### src/sv/lruc_pkg.sv
// ============================================================================
// lruc_pkg: shared types and constants of the LRU age tag cache
// Port widths, default sizing, request codes, sequencer states and the
// flag group that the entry unit hands to the sequencer.
// ============================================================================
package lruc_pkg;

    // Fixed port widths of the request and response beats
    localparam int KEY_W  = 64;
    localparam int SLOT_W = 4;
    localparam int SIZE_W = 20;

    // Default sizing of the table
    localparam int DEF_ENTRIES   = 16;
    localparam int DEF_KEY_BITS  = 64;
    localparam int DEF_AGE_BITS  = 16;
    localparam int DEF_SIZE_BITS = 20;

    // Request codes
    localparam logic REQ_LOOKUP = 1'b0;
    localparam logic REQ_INSERT = 1'b1;

    // Sequencer states
    typedef enum logic [1:0] {
        ST_IDLE,
        ST_SCAN,
        ST_AGE,
        ST_WAIT
    } seq_state_t;

    // Flags from the shared entry unit
    typedef struct packed {
        logic match;
        logic older;
    } unit_flags_t;

endpackage

### src/sv/lruc_ram.sv
// ============================================================================
// lruc_ram: generic simple dual port RAM
// One write port, one read port with registered read data.
// ============================================================================
module lruc_ram #(
    parameter int WIDTH = 8,
    parameter int DEPTH = 16
) (
    input  logic                     clk,
    input  logic                     wr_en,
    input  logic [$clog2(DEPTH)-1:0] wr_addr,
    input  logic [WIDTH-1:0]         wr_data,
    input  logic [$clog2(DEPTH)-1:0] rd_addr,
    output logic [WIDTH-1:0]         rd_data
);

    logic [WIDTH-1:0] mem [DEPTH];
    logic [WIDTH-1:0] rd_data_reg;

    // Write and registered read
    always_ff @(posedge clk)
    begin
        if (wr_en)
        begin
            mem[wr_addr] <= wr_data;
        end
        rd_data_reg <= mem[rd_addr];
    end

    assign rd_data = rd_data_reg;

endmodule

### src/sv/lruc_entry_unit.sv
// ============================================================================
// lruc_entry_unit: shared per-entry compare and age unit
// Compares one stored key with the request key, forms the saturated aged
// value of the entry and compares it with the oldest age seen so far.
// ============================================================================
module lruc_entry_unit #(
    parameter int KEY_BITS = lruc_pkg::DEF_KEY_BITS,
    parameter int AGE_BITS = lruc_pkg::DEF_AGE_BITS
) (
    input  logic [KEY_BITS-1:0]     ent_key,
    input  logic [AGE_BITS-1:0]     ent_age,
    input  logic [KEY_BITS-1:0]     cmp_key,
    input  logic [AGE_BITS-1:0]     oldest,
    output logic [AGE_BITS-1:0]     aged,
    output lruc_pkg::unit_flags_t   flags
);

    import lruc_pkg::*;

    // Saturating increment of the entry age
    always_comb
    begin
        if (ent_age == {AGE_BITS{1'b1}})
        begin
            aged = ent_age;
        end
        else
        begin
            aged = ent_age + AGE_BITS'(1);
        end
    end

    // Key match and age compare
    always_comb
    begin
        flags.match = (ent_key == cmp_key);
        flags.older = (aged > oldest);
    end

endmodule

### src/sv/lruc_seq.sv
// ============================================================================
// lruc_seq: request sequencer of the LRU age tag cache
// Walks the entry RAM one slot per cycle: a key scan for lookups and an
// age pass for misses and inserts. Holds valid bits, victim tracking and
// the output register of the response beat.
// ============================================================================
module lruc_seq #(
    parameter int ENTRIES   = lruc_pkg::DEF_ENTRIES,
    parameter int KEY_BITS  = lruc_pkg::DEF_KEY_BITS,
    parameter int AGE_BITS  = lruc_pkg::DEF_AGE_BITS,
    parameter int SIZE_BITS = lruc_pkg::DEF_SIZE_BITS
) (
    input  logic                          clk,
    input  logic                          rst_n,
    input  logic                          in_valid,
    output logic                          in_ready,
    input  logic                          req_type,
    input  logic [lruc_pkg::KEY_W-1:0]    key,
    input  logic [lruc_pkg::SLOT_W-1:0]   slot,
    input  logic [lruc_pkg::SIZE_W-1:0]   obj_size,
    output logic                          out_valid,
    input  logic                          out_ready,
    output logic                          hit,
    output logic [lruc_pkg::SLOT_W-1:0]   slot_out,
    output logic [lruc_pkg::SIZE_W-1:0]   stored_size,
    output logic [$clog2(ENTRIES)-1:0]    rd_addr,
    input  logic [KEY_BITS-1:0]           ent_key,
    input  logic [SIZE_BITS-1:0]          ent_size,
    input  logic [AGE_BITS-1:0]           aged,
    input  lruc_pkg::unit_flags_t         flags,
    output logic [KEY_BITS-1:0]           cmp_key,
    output logic [AGE_BITS-1:0]           oldest,
    output logic                          wr_en,
    output logic [$clog2(ENTRIES)-1:0]    wr_addr,
    output logic [KEY_BITS-1:0]           wr_key,
    output logic [SIZE_BITS-1:0]          wr_size,
    output logic [AGE_BITS-1:0]           wr_age
);

    import lruc_pkg::*;

    localparam int IDX_W = $clog2(ENTRIES);
    localparam int CNT_W = $clog2(ENTRIES + 1);

    seq_state_t           state_reg, state_next;
    logic [CNT_W-1:0]     cnt_reg, cnt_next;
    logic [ENTRIES-1:0]   valid_reg, valid_next;
    logic [KEY_BITS-1:0]  req_key_reg, req_key_next;
    logic [SIZE_BITS-1:0] req_size_reg, req_size_next;
    logic [IDX_W-1:0]     req_idx_reg, req_idx_next;
    logic                 req_ins_reg, req_ins_next;
    logic                 found_inv_reg, found_inv_next;
    logic [IDX_W-1:0]     victim_reg, victim_next;
    logic [AGE_BITS-1:0]  oldest_reg, oldest_next;
    logic                 res_hit_reg, res_hit_next;
    logic [SLOT_W-1:0]    res_slot_reg, res_slot_next;
    logic [SIZE_W-1:0]    res_size_reg, res_size_next;
    logic                 out_valid_reg, out_valid_next;
    logic                 out_hit_reg, out_hit_next;
    logic [SLOT_W-1:0]    out_slot_reg, out_slot_next;
    logic [SIZE_W-1:0]    out_size_reg, out_size_next;

    logic                 accept;
    logic                 slot_in_range;
    logic                 data_ok;
    logic                 last;
    logic [IDX_W-1:0]     didx;
    logic                 scan_hit;
    logic                 out_free;

    // Walk status: read data belongs to the address of the step before, through the registered RAM read
    assign accept        = in_valid && in_ready;
    assign slot_in_range = (32'(slot) < ENTRIES);
    assign data_ok       = (cnt_reg != '0);
    assign last          = (cnt_reg == CNT_W'(ENTRIES));
    assign didx          = IDX_W'(cnt_reg - CNT_W'(1));
    assign scan_hit      = data_ok && valid_reg[didx] && flags.match;
    assign out_free      = !out_valid_reg || out_ready;
    assign rd_addr       = IDX_W'(cnt_reg);
    assign cmp_key       = req_key_reg;
    assign oldest        = oldest_reg;

    // Next state
    always_comb
    begin
        state_next = state_reg;
        case (state_reg)
            ST_IDLE:
            begin
                if (in_valid)
                begin
                    if (req_type == REQ_LOOKUP)
                    begin
                        state_next = ST_SCAN;
                    end
                    else if (slot_in_range)
                    begin
                        state_next = ST_AGE;
                    end
                    else
                    begin
                        state_next = ST_WAIT;
                    end
                end
            end
            ST_SCAN:
            begin
                if (scan_hit)
                begin
                    state_next = ST_WAIT;
                end
                else if (last)
                begin
                    state_next = ST_AGE;
                end
            end
            ST_AGE:
            begin
                if (last)
                begin
                    state_next = ST_WAIT;
                end
            end
            ST_WAIT:
            begin
                if (out_free)
                begin
                    state_next = ST_IDLE;
                end
            end
            default:
            begin
                state_next = ST_IDLE;
            end
        endcase
    end

    // FSM outputs: handshake and RAM write port
    always_comb
    begin
        in_ready = 1'b0;
        wr_en    = 1'b0;
        wr_addr  = didx;
        wr_key   = ent_key;
        wr_size  = ent_size;
        wr_age   = aged;
        case (state_reg)
            ST_IDLE:
            begin
                in_ready = 1'b1;
            end
            ST_SCAN:
            begin
                // Refresh the hit entry
                if (scan_hit)
                begin
                    wr_en  = 1'b1;
                    wr_age = '0;
                end
            end
            ST_AGE:
            begin
                // Age every entry; an insert lands in its slot already aged once
                if (data_ok)
                begin
                    wr_en = 1'b1;
                    if (req_ins_reg && (didx == req_idx_reg))
                    begin
                        wr_key  = req_key_reg;
                        wr_size = req_size_reg;
                        wr_age  = AGE_BITS'(1);
                    end
                end
            end
            ST_WAIT:
            begin
                wr_en = 1'b0;
            end
            default:
            begin
                in_ready = 1'b0;
            end
        endcase
    end

    // Datapath and bookkeeping
    always_comb
    begin
        cnt_next       = cnt_reg;
        valid_next     = valid_reg;
        req_key_next   = req_key_reg;
        req_size_next  = req_size_reg;
        req_idx_next   = req_idx_reg;
        req_ins_next   = req_ins_reg;
        found_inv_next = found_inv_reg;
        victim_next    = victim_reg;
        oldest_next    = oldest_reg;
        res_hit_next   = res_hit_reg;
        res_slot_next  = res_slot_reg;
        res_size_next  = res_size_reg;
        out_valid_next = out_valid_reg;
        out_hit_next   = out_hit_reg;
        out_slot_next  = out_slot_reg;
        out_size_next  = out_size_reg;

        // Drop the response beat once taken
        if (out_valid_reg && out_ready)
        begin
            out_valid_next = 1'b0;
        end

        case (state_reg)
            ST_IDLE:
            begin
                // Capture the request beat
                if (accept)
                begin
                    cnt_next       = '0;
                    req_key_next   = KEY_BITS'(key);
                    req_size_next  = SIZE_BITS'(obj_size);
                    req_idx_next   = IDX_W'(slot);
                    req_ins_next   = (req_type == REQ_INSERT);
                    found_inv_next = 1'b0;
                    res_hit_next   = 1'b0;
                    res_slot_next  = slot;
                    res_size_next  = '0;
                    if ((req_type == REQ_INSERT) && slot_in_range)
                    begin
                        valid_next[IDX_W'(slot)] = 1'b1;
                    end
                end
            end
            ST_SCAN:
            begin
                cnt_next = cnt_reg + CNT_W'(1);
                if (scan_hit)
                begin
                    res_hit_next  = 1'b1;
                    res_slot_next = SLOT_W'(didx);
                    res_size_next = SIZE_W'(ent_size);
                end
                else if (last)
                begin
                    cnt_next = '0;
                end
            end
            ST_AGE:
            begin
                cnt_next = cnt_reg + CNT_W'(1);
                // Track the victim: first free slot, else oldest after aging
                if (data_ok && !req_ins_reg && !found_inv_reg)
                begin
                    if (!valid_reg[didx])
                    begin
                        found_inv_next = 1'b1;
                        victim_next    = didx;
                    end
                    else if ((didx == '0) || flags.older)
                    begin
                        victim_next = didx;
                        oldest_next = aged;
                    end
                end
                if (!req_ins_reg)
                begin
                    res_slot_next = SLOT_W'(victim_next);
                end
            end
            ST_WAIT:
            begin
                // Advance the result into the output register
                if (out_free)
                begin
                    out_valid_next = 1'b1;
                    out_hit_next   = res_hit_reg;
                    out_slot_next  = res_slot_reg;
                    out_size_next  = res_size_reg;
                end
            end
            default:
            begin
                cnt_next = '0;
            end
        endcase
    end

    // Control registers
    always_ff @(posedge clk or negedge rst_n)
    begin
        if (!rst_n)
        begin
            state_reg     <= ST_IDLE;
            cnt_reg       <= '0;
            valid_reg     <= '0;
            out_valid_reg <= 1'b0;
        end
        else
        begin
            state_reg     <= state_next;
            cnt_reg       <= cnt_next;
            valid_reg     <= valid_next;
            out_valid_reg <= out_valid_next;
        end
    end

    // Payload registers
    always_ff @(posedge clk)
    begin
        req_key_reg   <= req_key_next;
        req_size_reg  <= req_size_next;
        req_idx_reg   <= req_idx_next;
        req_ins_reg   <= req_ins_next;
        found_inv_reg <= found_inv_next;
        victim_reg    <= victim_next;
        oldest_reg    <= oldest_next;
        res_hit_reg   <= res_hit_next;
        res_slot_reg  <= res_slot_next;
        res_size_reg  <= res_size_next;
        out_hit_reg   <= out_hit_next;
        out_slot_reg  <= out_slot_next;
        out_size_reg  <= out_size_next;
    end

    assign out_valid   = out_valid_reg;
    assign hit         = out_hit_reg;
    assign slot_out    = out_slot_reg;
    assign stored_size = out_size_reg;

endmodule

### src/sv/lru_age_tag_cache_core.sv
// ============================================================================
// lru_age_tag_cache_core: fully associative tag cache with LRU ages
// Top level: entry RAM, shared entry unit and request sequencer.
// ============================================================================
// A lookup compares its key with every valid entry; a hit returns the lowest
// matching slot and its stored size and clears that entry's age, a miss ages
// all entries and returns the lowest free slot or else the oldest entry. An
// insert writes key and size into the given slot and then ages all entries;
// an insert to a slot beyond the table changes nothing and echoes the slot.
// The table sits in one RAM with a single read port that the sequencer walks
// one entry per cycle. A lookup scans up to its first hit; a miss scans the
// whole table and then makes an age pass over it; an insert makes the age
// pass alone, and an insert to a slot beyond the table goes straight to the
// output register. One request is in work at a time; the finished response
// waits in its output register while the next request is taken.
// Valid bits are cleared by reset; no clearing pass is needed.
module lru_age_tag_cache_core #(
    parameter int ENTRIES   = lruc_pkg::DEF_ENTRIES,
    parameter int KEY_BITS  = lruc_pkg::DEF_KEY_BITS,
    parameter int AGE_BITS  = lruc_pkg::DEF_AGE_BITS,
    parameter int SIZE_BITS = lruc_pkg::DEF_SIZE_BITS
) (
    input  logic                        clk,
    input  logic                        rst_n,
    input  logic                        in_valid,
    output logic                        in_ready,
    input  logic                        req_type,
    input  logic [lruc_pkg::KEY_W-1:0]  key,
    input  logic [lruc_pkg::SLOT_W-1:0] slot,
    input  logic [lruc_pkg::SIZE_W-1:0] obj_size,
    output logic                        out_valid,
    input  logic                        out_ready,
    output logic                        hit,
    output logic [lruc_pkg::SLOT_W-1:0] slot_out,
    output logic [lruc_pkg::SIZE_W-1:0] stored_size
);

    import lruc_pkg::*;

    localparam int IDX_W = $clog2(ENTRIES);
    localparam int ENT_W = KEY_BITS + SIZE_BITS + AGE_BITS;

    logic [IDX_W-1:0]     rd_addr;
    logic [ENT_W-1:0]     rd_data;
    logic                 wr_en;
    logic [IDX_W-1:0]     wr_addr;
    logic [KEY_BITS-1:0]  wr_key;
    logic [SIZE_BITS-1:0] wr_size;
    logic [AGE_BITS-1:0]  wr_age;
    logic [KEY_BITS-1:0]  ent_key;
    logic [SIZE_BITS-1:0] ent_size;
    logic [AGE_BITS-1:0]  ent_age;
    logic [KEY_BITS-1:0]  cmp_key;
    logic [AGE_BITS-1:0]  oldest;
    logic [AGE_BITS-1:0]  aged;
    unit_flags_t          flags;

    // Split the stored entry word
    assign ent_key  = rd_data[ENT_W-1 -: KEY_BITS];
    assign ent_size = rd_data[AGE_BITS +: SIZE_BITS];
    assign ent_age  = rd_data[AGE_BITS-1:0];

    // Entry table: key, size and age per slot
    lruc_ram #(
        .WIDTH (ENT_W),
        .DEPTH (ENTRIES)
    ) u_ram (
        .clk     (clk),
        .wr_en   (wr_en),
        .wr_addr (wr_addr),
        .wr_data ({wr_key, wr_size, wr_age}),
        .rd_addr (rd_addr),
        .rd_data (rd_data)
    );

    // Shared compare and age unit
    lruc_entry_unit #(
        .KEY_BITS (KEY_BITS),
        .AGE_BITS (AGE_BITS)
    ) u_unit (
        .ent_key (ent_key),
        .ent_age (ent_age),
        .cmp_key (cmp_key),
        .oldest  (oldest),
        .aged    (aged),
        .flags   (flags)
    );

    // Request sequencer
    lruc_seq #(
        .ENTRIES   (ENTRIES),
        .KEY_BITS  (KEY_BITS),
        .AGE_BITS  (AGE_BITS),
        .SIZE_BITS (SIZE_BITS)
    ) u_seq (
        .clk         (clk),
        .rst_n       (rst_n),
        .in_valid    (in_valid),
        .in_ready    (in_ready),
        .req_type    (req_type),
        .key         (key),
        .slot        (slot),
        .obj_size    (obj_size),
        .out_valid   (out_valid),
        .out_ready   (out_ready),
        .hit         (hit),
        .slot_out    (slot_out),
        .stored_size (stored_size),
        .rd_addr     (rd_addr),
        .ent_key     (ent_key),
        .ent_size    (ent_size),
        .aged        (aged),
        .flags       (flags),
        .cmp_key     (cmp_key),
        .oldest      (oldest),
        .wr_en       (wr_en),
        .wr_addr     (wr_addr),
        .wr_key      (wr_key),
        .wr_size     (wr_size),
        .wr_age      (wr_age)
    );

endmodule

### config.mk
export PLATFORM = sky130hd
export DESIGN_NAME = lru_age_tag_cache_core
export DESIGN_NICKNAME = d
export VERILOG_FILES = /design/src/sv/lruc_pkg.sv /design/src/sv/lruc_ram.sv /design/src/sv/lruc_entry_unit.sv /design/src/sv/lruc_seq.sv /design/src/sv/lru_age_tag_cache_core.sv
export SDC_FILE = /design/constraint.sdc
export NUM_CORES = 2
export LEC_CHECK = 0
export BUFFER_PORTS_ARGS = -buffer_cell sky130_fd_sc_hd__buf_2
export CAP_MARGIN = 20
export CORE_UTILIZATION = 55
export DETAILED_ROUTE_END_ITERATION = 12
export PLACE_DENSITY = 0.74
export SLEW_MARGIN = 20
export SYNTH_ARGS = -nofsm -noshare
export SYNTH_HDL_FRONTEND = slang
export SYNTH_SLANG_ARGS = --single-unit
### constraint.sdc
create_clock -name clk -period 11.6 [get_ports clk]
set_input_delay 1.16 -clock clk [delete_from_list [all_inputs] [get_ports clk]]
set_output_delay 1.16 -clock clk [all_outputs]
set_load 0.1 [all_outputs]
Word level (Yosys, flattened, before mapping)
Memories as Yosys holds them, arrays and structs flattened. A register that Yosys moved wholly into a read port is not among the register bits.
Cells that the tools add are included.
Widths: inputs -> output; s select.

word-level totals
  memory bits (writable) = 1600
  bits of input ports = 93
  memories = 1
  logic and storage cells = 121
  bits in registers = 184

operators by class
  bitwise operators = 1
  equality and inequality tests = 16
  reduce and logical (&&, ||, !) cells = 28
  muxes and demuxes = 51
  add/subtract/negate cells = 3
  order comparisons = 4

memories
  memory     words  width  read ports  clocked after memory_dff  write ports  line            RTL
  u_ram.mem  16     100    1           1                         1            lruc_ram.sv:17  logic [WIDTH-1:0] mem [DEPTH];

operators by type and width
  operator               count
  $mux 64                3
  $mux 20                5
  $eq 64x64->1           1
  $mux 16                4
  $pmux 20 s2            1
  $pmux 16 s2            1
  $mux 4                 6
  $add 16x1->16 const B  1
  $eq 16x16->1 const B   1
  $gt 16x16->1           1
  $or 16x16->16          1
  $reduce_and 4->1       4
  $mux 5                 3
  $pmux 5 s3             1
  $mux 1                 14
  $mux 2                 6
  $pmux 4 s3             1
  $lt 4x5->1 const B     2
  $ne 2x1->1 const B     5
  $logic_and 1x1->1      8
  $pmux 2 s4             1
  $ne 2x2->1 const B     3
  $pmux 1 s2             3
  $reduce_and 2->1       3
  18 further kinds       24

Depth between registers and ports, before layout
  depth after elaboration = 9
  mapped depth = 18
  mapped depth without buffers = 17

By module
From an unflattened synthesis, not the netlist that was laid out.

second synthesis, totals
  cell total of the unflattened synthesis = 3255
  area, all modules = 71235.8 um^2

by module, submodules not included
  module           times used  area each (um^2)  cells each  sequential area each (um^2)
  lruc_ram         1           61778.0           2560        50048.0
  lruc_seq         1           7997.7            501         5405.2
  lruc_entry_unit  1           1460.2            194         0.0

Worst setup path after synthesis
Ideal clock, no wire load.

  kind = reg-to-reg
  start = register u_seq.cnt_reg[1]
  end = memory u_ram.mem[7][0] in the netlist's numbering (enable)
  arrival = 9976 ps
  stages on the path, launching flop included = 17
  buffers on the path = 6
  clock period less this slack = 10657 ps
  required time = 10919 ps
  path slack = 943 ps
  path through = dfrtp_1 -> clkbuf_1 -> clkbuf_1 -> clkbuf_1 -> inv_1 -> ha_1 -> buf_4 -> xor2_4 -> mux4_1 -> mux2_2 -> or2_1 -> and2_4 -> buf_6 -> nand3_1 -> a21o_1 -> clkbuf_1 -> nor3_1

on the way
  cells in the longest elaborated chain, start to end = 9
  elaborated cells between the ends (all ways) = 11

ends and longest elaborated chain
  item                             line             RTL
  start, declared                  lruc_seq.sv:46   logic [CNT_W-1:0] cnt_reg, cnt_next;
  start signal, assigned           lruc_seq.sv:300  cnt_reg <= cnt_next;
  $sub 4x1->4                      lruc_seq.sv:76   assign didx = IDX_W'(cnt_reg - CNT_W'(1));
  $bmux 1 s4                       lruc_seq.sv:77   assign scan_hit = data_ok && valid_reg[didx] && flags.match;
  $mux 1 (implied by the code)     lruc_seq.sv:77
  $logic_and 1x1->1 (2 in series)  lruc_seq.sv:77
  $mux 1                           lruc_seq.sv:155  if (scan_hit)
  $pmux 1 s2                       lruc_seq.sv:147  case (state_reg)
  $mux 1                           lruc_ram.sv:23   if (wr_en)
  $mux 1 (implied by the code)     lruc_ram.sv:25   mem[wr_addr] <= wr_data;
  end, declared                    lruc_ram.sv:17

Several ways; a longest one is shown, not always the timed one. The select of a mux whose other input is x is not followed.

Worst setup path in the final report
  start = register u_seq.cnt_reg[1]
  end = memory u_ram.mem[8][12] in the netlist's numbering (enable)

Same word-level chain as after synthesis.

==> impl_metrics.env <==
export IMPL_initial_core_util=0.556
export IMPL_finalHoldViolCount=0
export IMPL_wl_per_cell_um=29.9
export IMPL_required_ns=12.00
export IMPL_fin_nets=3383
export IMPL_synth_edff_count=1760
export IMPL_drive_gt1_frac=0.312
export IMPL_grtUsageTotal=0.241
export IMPL_vias_per_cell=6.32
export IMPL_gr_total_overflow=0
export IMPL_syn_area_per_cell_um2=23.4
export IMPL_path_clk_slew_ns=0.06
export IMPL_layout_common_cells="edfxtp_1, mux4_2, clkbuf_16"
export IMPL_drc=0
export IMPL_finalSetupViolCount=0
export IMPL_synth_cell_type_count=53
export IMPL_core_mm2=0.128
export IMPL_grt_start_max_net_pins=172
export IMPL_worst_slew_pin_slew_ns=1.20
export IMPL_worstHoldPathType="in -> async"
export IMPL_synth_top_area_frac=0.743
export IMPL_synth_async_reset_ratio=0.0127
export IMPL_cts_hold_buffers_added=0
export IMPL_cts_resized=0
export IMPL_cts_sinks=1884
export IMPL_worstSkewPairLatency_ns=0.81
export IMPL_outcome="finished, final reports clean"
export IMPL_critPathCaptureType="flop"
export IMPL_cts_inserted_buffers=177
export IMPL_maxSlewHeadroom=0.193
export IMPL_largest_reg_flops=1600
export IMPL_cts_setup_buffers=0
export IMPL_grt_pass1_wl_um=229000
export IMPL_h_tree_depth=4
export IMPL_fmax_mhz=165
export IMPL_final_area_mm2=0.0800
export IMPL_place_congestion=0.772
export IMPL_synth_top_area_cell="edfxtp_1"
export IMPL_total_power_mw=18.3
export IMPL_min_period_ns=6.06
export IMPL_antenna_found_initial=8
export IMPL_first_iter_violations=4036
export IMPL_synth_nets=3166
export IMPL_leakage_nw=24.9
export IMPL_cts_buffer_depth=3
export IMPL_areaGrowthSynthToFinish_pct=12.4
export IMPL_fin_skew_ns=0.0290
export IMPL_place_area_mm2=0.0740
export IMPL_num_vias=32600
export IMPL_die_y_um=362
export IMPL_final_max_slew_viol_count=0
export IMPL_powerDensity_mw_per_mm2=229
export IMPL_drt_pass1_iterations=8
export IMPL_drt_wl_total_um=154000
export IMPL_ant_nets=0
export IMPL_ioPinCount=120
export IMPL_cts_tree="built"
export IMPL_rows=131
export IMPL_syn_area_mm2=0.0712
export IMPL_grt_pass1_vias=34000
export IMPL_hpwl_um=81800
export IMPL_crit_path_max_fanout=58
export IMPL_rsz0062_at_grt="false"
export IMPL_critPathArrivalTime_ns=6.46
export IMPL_fin_setup_tns_ns=0
export IMPL_final_common_cell="edfxtp_1"
export IMPL_dieArea_mm2=0.131
export IMPL_synth_main_ff_cell="edfxtp_1"
export IMPL_critical_path_class="reg -> reg"
export IMPL_ys_seq_area_frac=0.779
export IMPL_yosysWarnings=0
export IMPL_synthTopCellsByArea="edfxtp_1, mux4_2, dfxtp_1"
export IMPL_root_buffer="clkbuf_16"
export IMPL_syn_inst=3046
export IMPL_ys_ff_latch=1884
export IMPL_setup_worst_path_start_class="flop"
export IMPL_fin_crit_sh=0.523
export IMPL_die_x_um=362
export IMPL_port_buffer_count=119
export IMPL_peakVddDrop_mv=0.177
export IMPL_cap_viol_max_count=0
==> Yosys cell counts, drive strengths merged (4+ instances only) <==
library cell	n
nor3b	5
a31o	4
nor2b	10
inv	34
nand2	48
and3	5
dfrtp	24
a21oi	14
a21o	9
mux4	504
nor2	35
or3	5
nand4	19
o21bai	6
a211oi	5
nor3	19
edfxtp	1760
mux2	87
xnor2	63
nand3	14
nand2b	8
xor2	21
ha	27
dfxtp	100
clkbuf	102
o21ai	16
nor4	12
buf	40
and2	23
==> cell families (layout without fill, tap and decap cells) <==
logic type,Yosys count,after routing,synth area share
xor gates and xnor gates,84,84,0.0106
buffers and inverters,176,546,0.00965
muxes,594,594,0.174
and+or+nand+nor,209,209,0.0151
adders and majority gates,27,27,0.00475
AOI/OAI and AO/OA,72,72,0.00687
other,0,4,0
DFF,1884,1884,0.779
==> routing by layer <==
metal,vias to the layer above,track usage,routed length (um)
met1,17500,0.340,61400
li1,13200,-,-
met2,1563,0.393,77000
met3,241,0.0374,11800
met4,2,0.0724,4040
met5,-,0,9
==> worst max-delay path, stage by stage, from the launching register on <==
cell and delay [ns]:
dfrtp_4 1.01, inv_1 0.16, ha_1 0.39, nand2b_1 0.18, nor3_1 0.20, nor4_2 0.84
nand3_1 0.26, a21o_1 0.57, nor3_2 0.28, buf_4 0.66, buf_4 1.01
==> where the power goes <==
group	internal [mW]	switching, mW
clock network	3.41	2.47
logic	1.36	2.22
registers	8.62	0.254
==> through the flow <==
step | hold slack [ns] | cells | setup WS, ns | util
after detailed placement | 0.405 | 4810 | 5.15 | 0.578
after global routing | 0.391 | 5146 | 5.21 | 0.625
after CTS | 0.342 | 5142 | 5.10 | 0.624
final | 0.353 | 5149 | 5.54 | 0.625
after global placement | 0.403 | 4809 | 5.26 | 0.578
after floorplan | 0.400 | 3046 | 0.943 | -
==> cell type report <==
type,instances,area (um2)
clock buffers,245,4900
diodes,4,10.0
repair buffers,180,1150
multi-input cells,986,15200
well taps,1729,2160
flip-flops and latches,1884,55500
inverters,34,128
clock inverters,87,1020
fillers,8232,48000
==> worst paths after layout <==
kind	start	end	cells after the start	slack, ns
hold reg to reg	u_seq.res_slot_reg[1]	u_seq.slot_out[1]	0	0.42
setup / recovery	u_seq.cnt_reg[1]	u_ram.mem[8][12]	10	5.54
hold / removal	rst_n	u_seq.out_valid	1	0.35
min in group clk	u_seq.res_slot_reg[1]	u_seq.slot_out[1]	0	0.42
setup reg to reg	u_seq.cnt_reg[1]	u_ram.mem[8][12]	10	5.54
max in group asynchronous	rst_n	u_seq.cnt_reg[3]	1	10.80
Note: power is estimated with default switching activity, not from simulation.
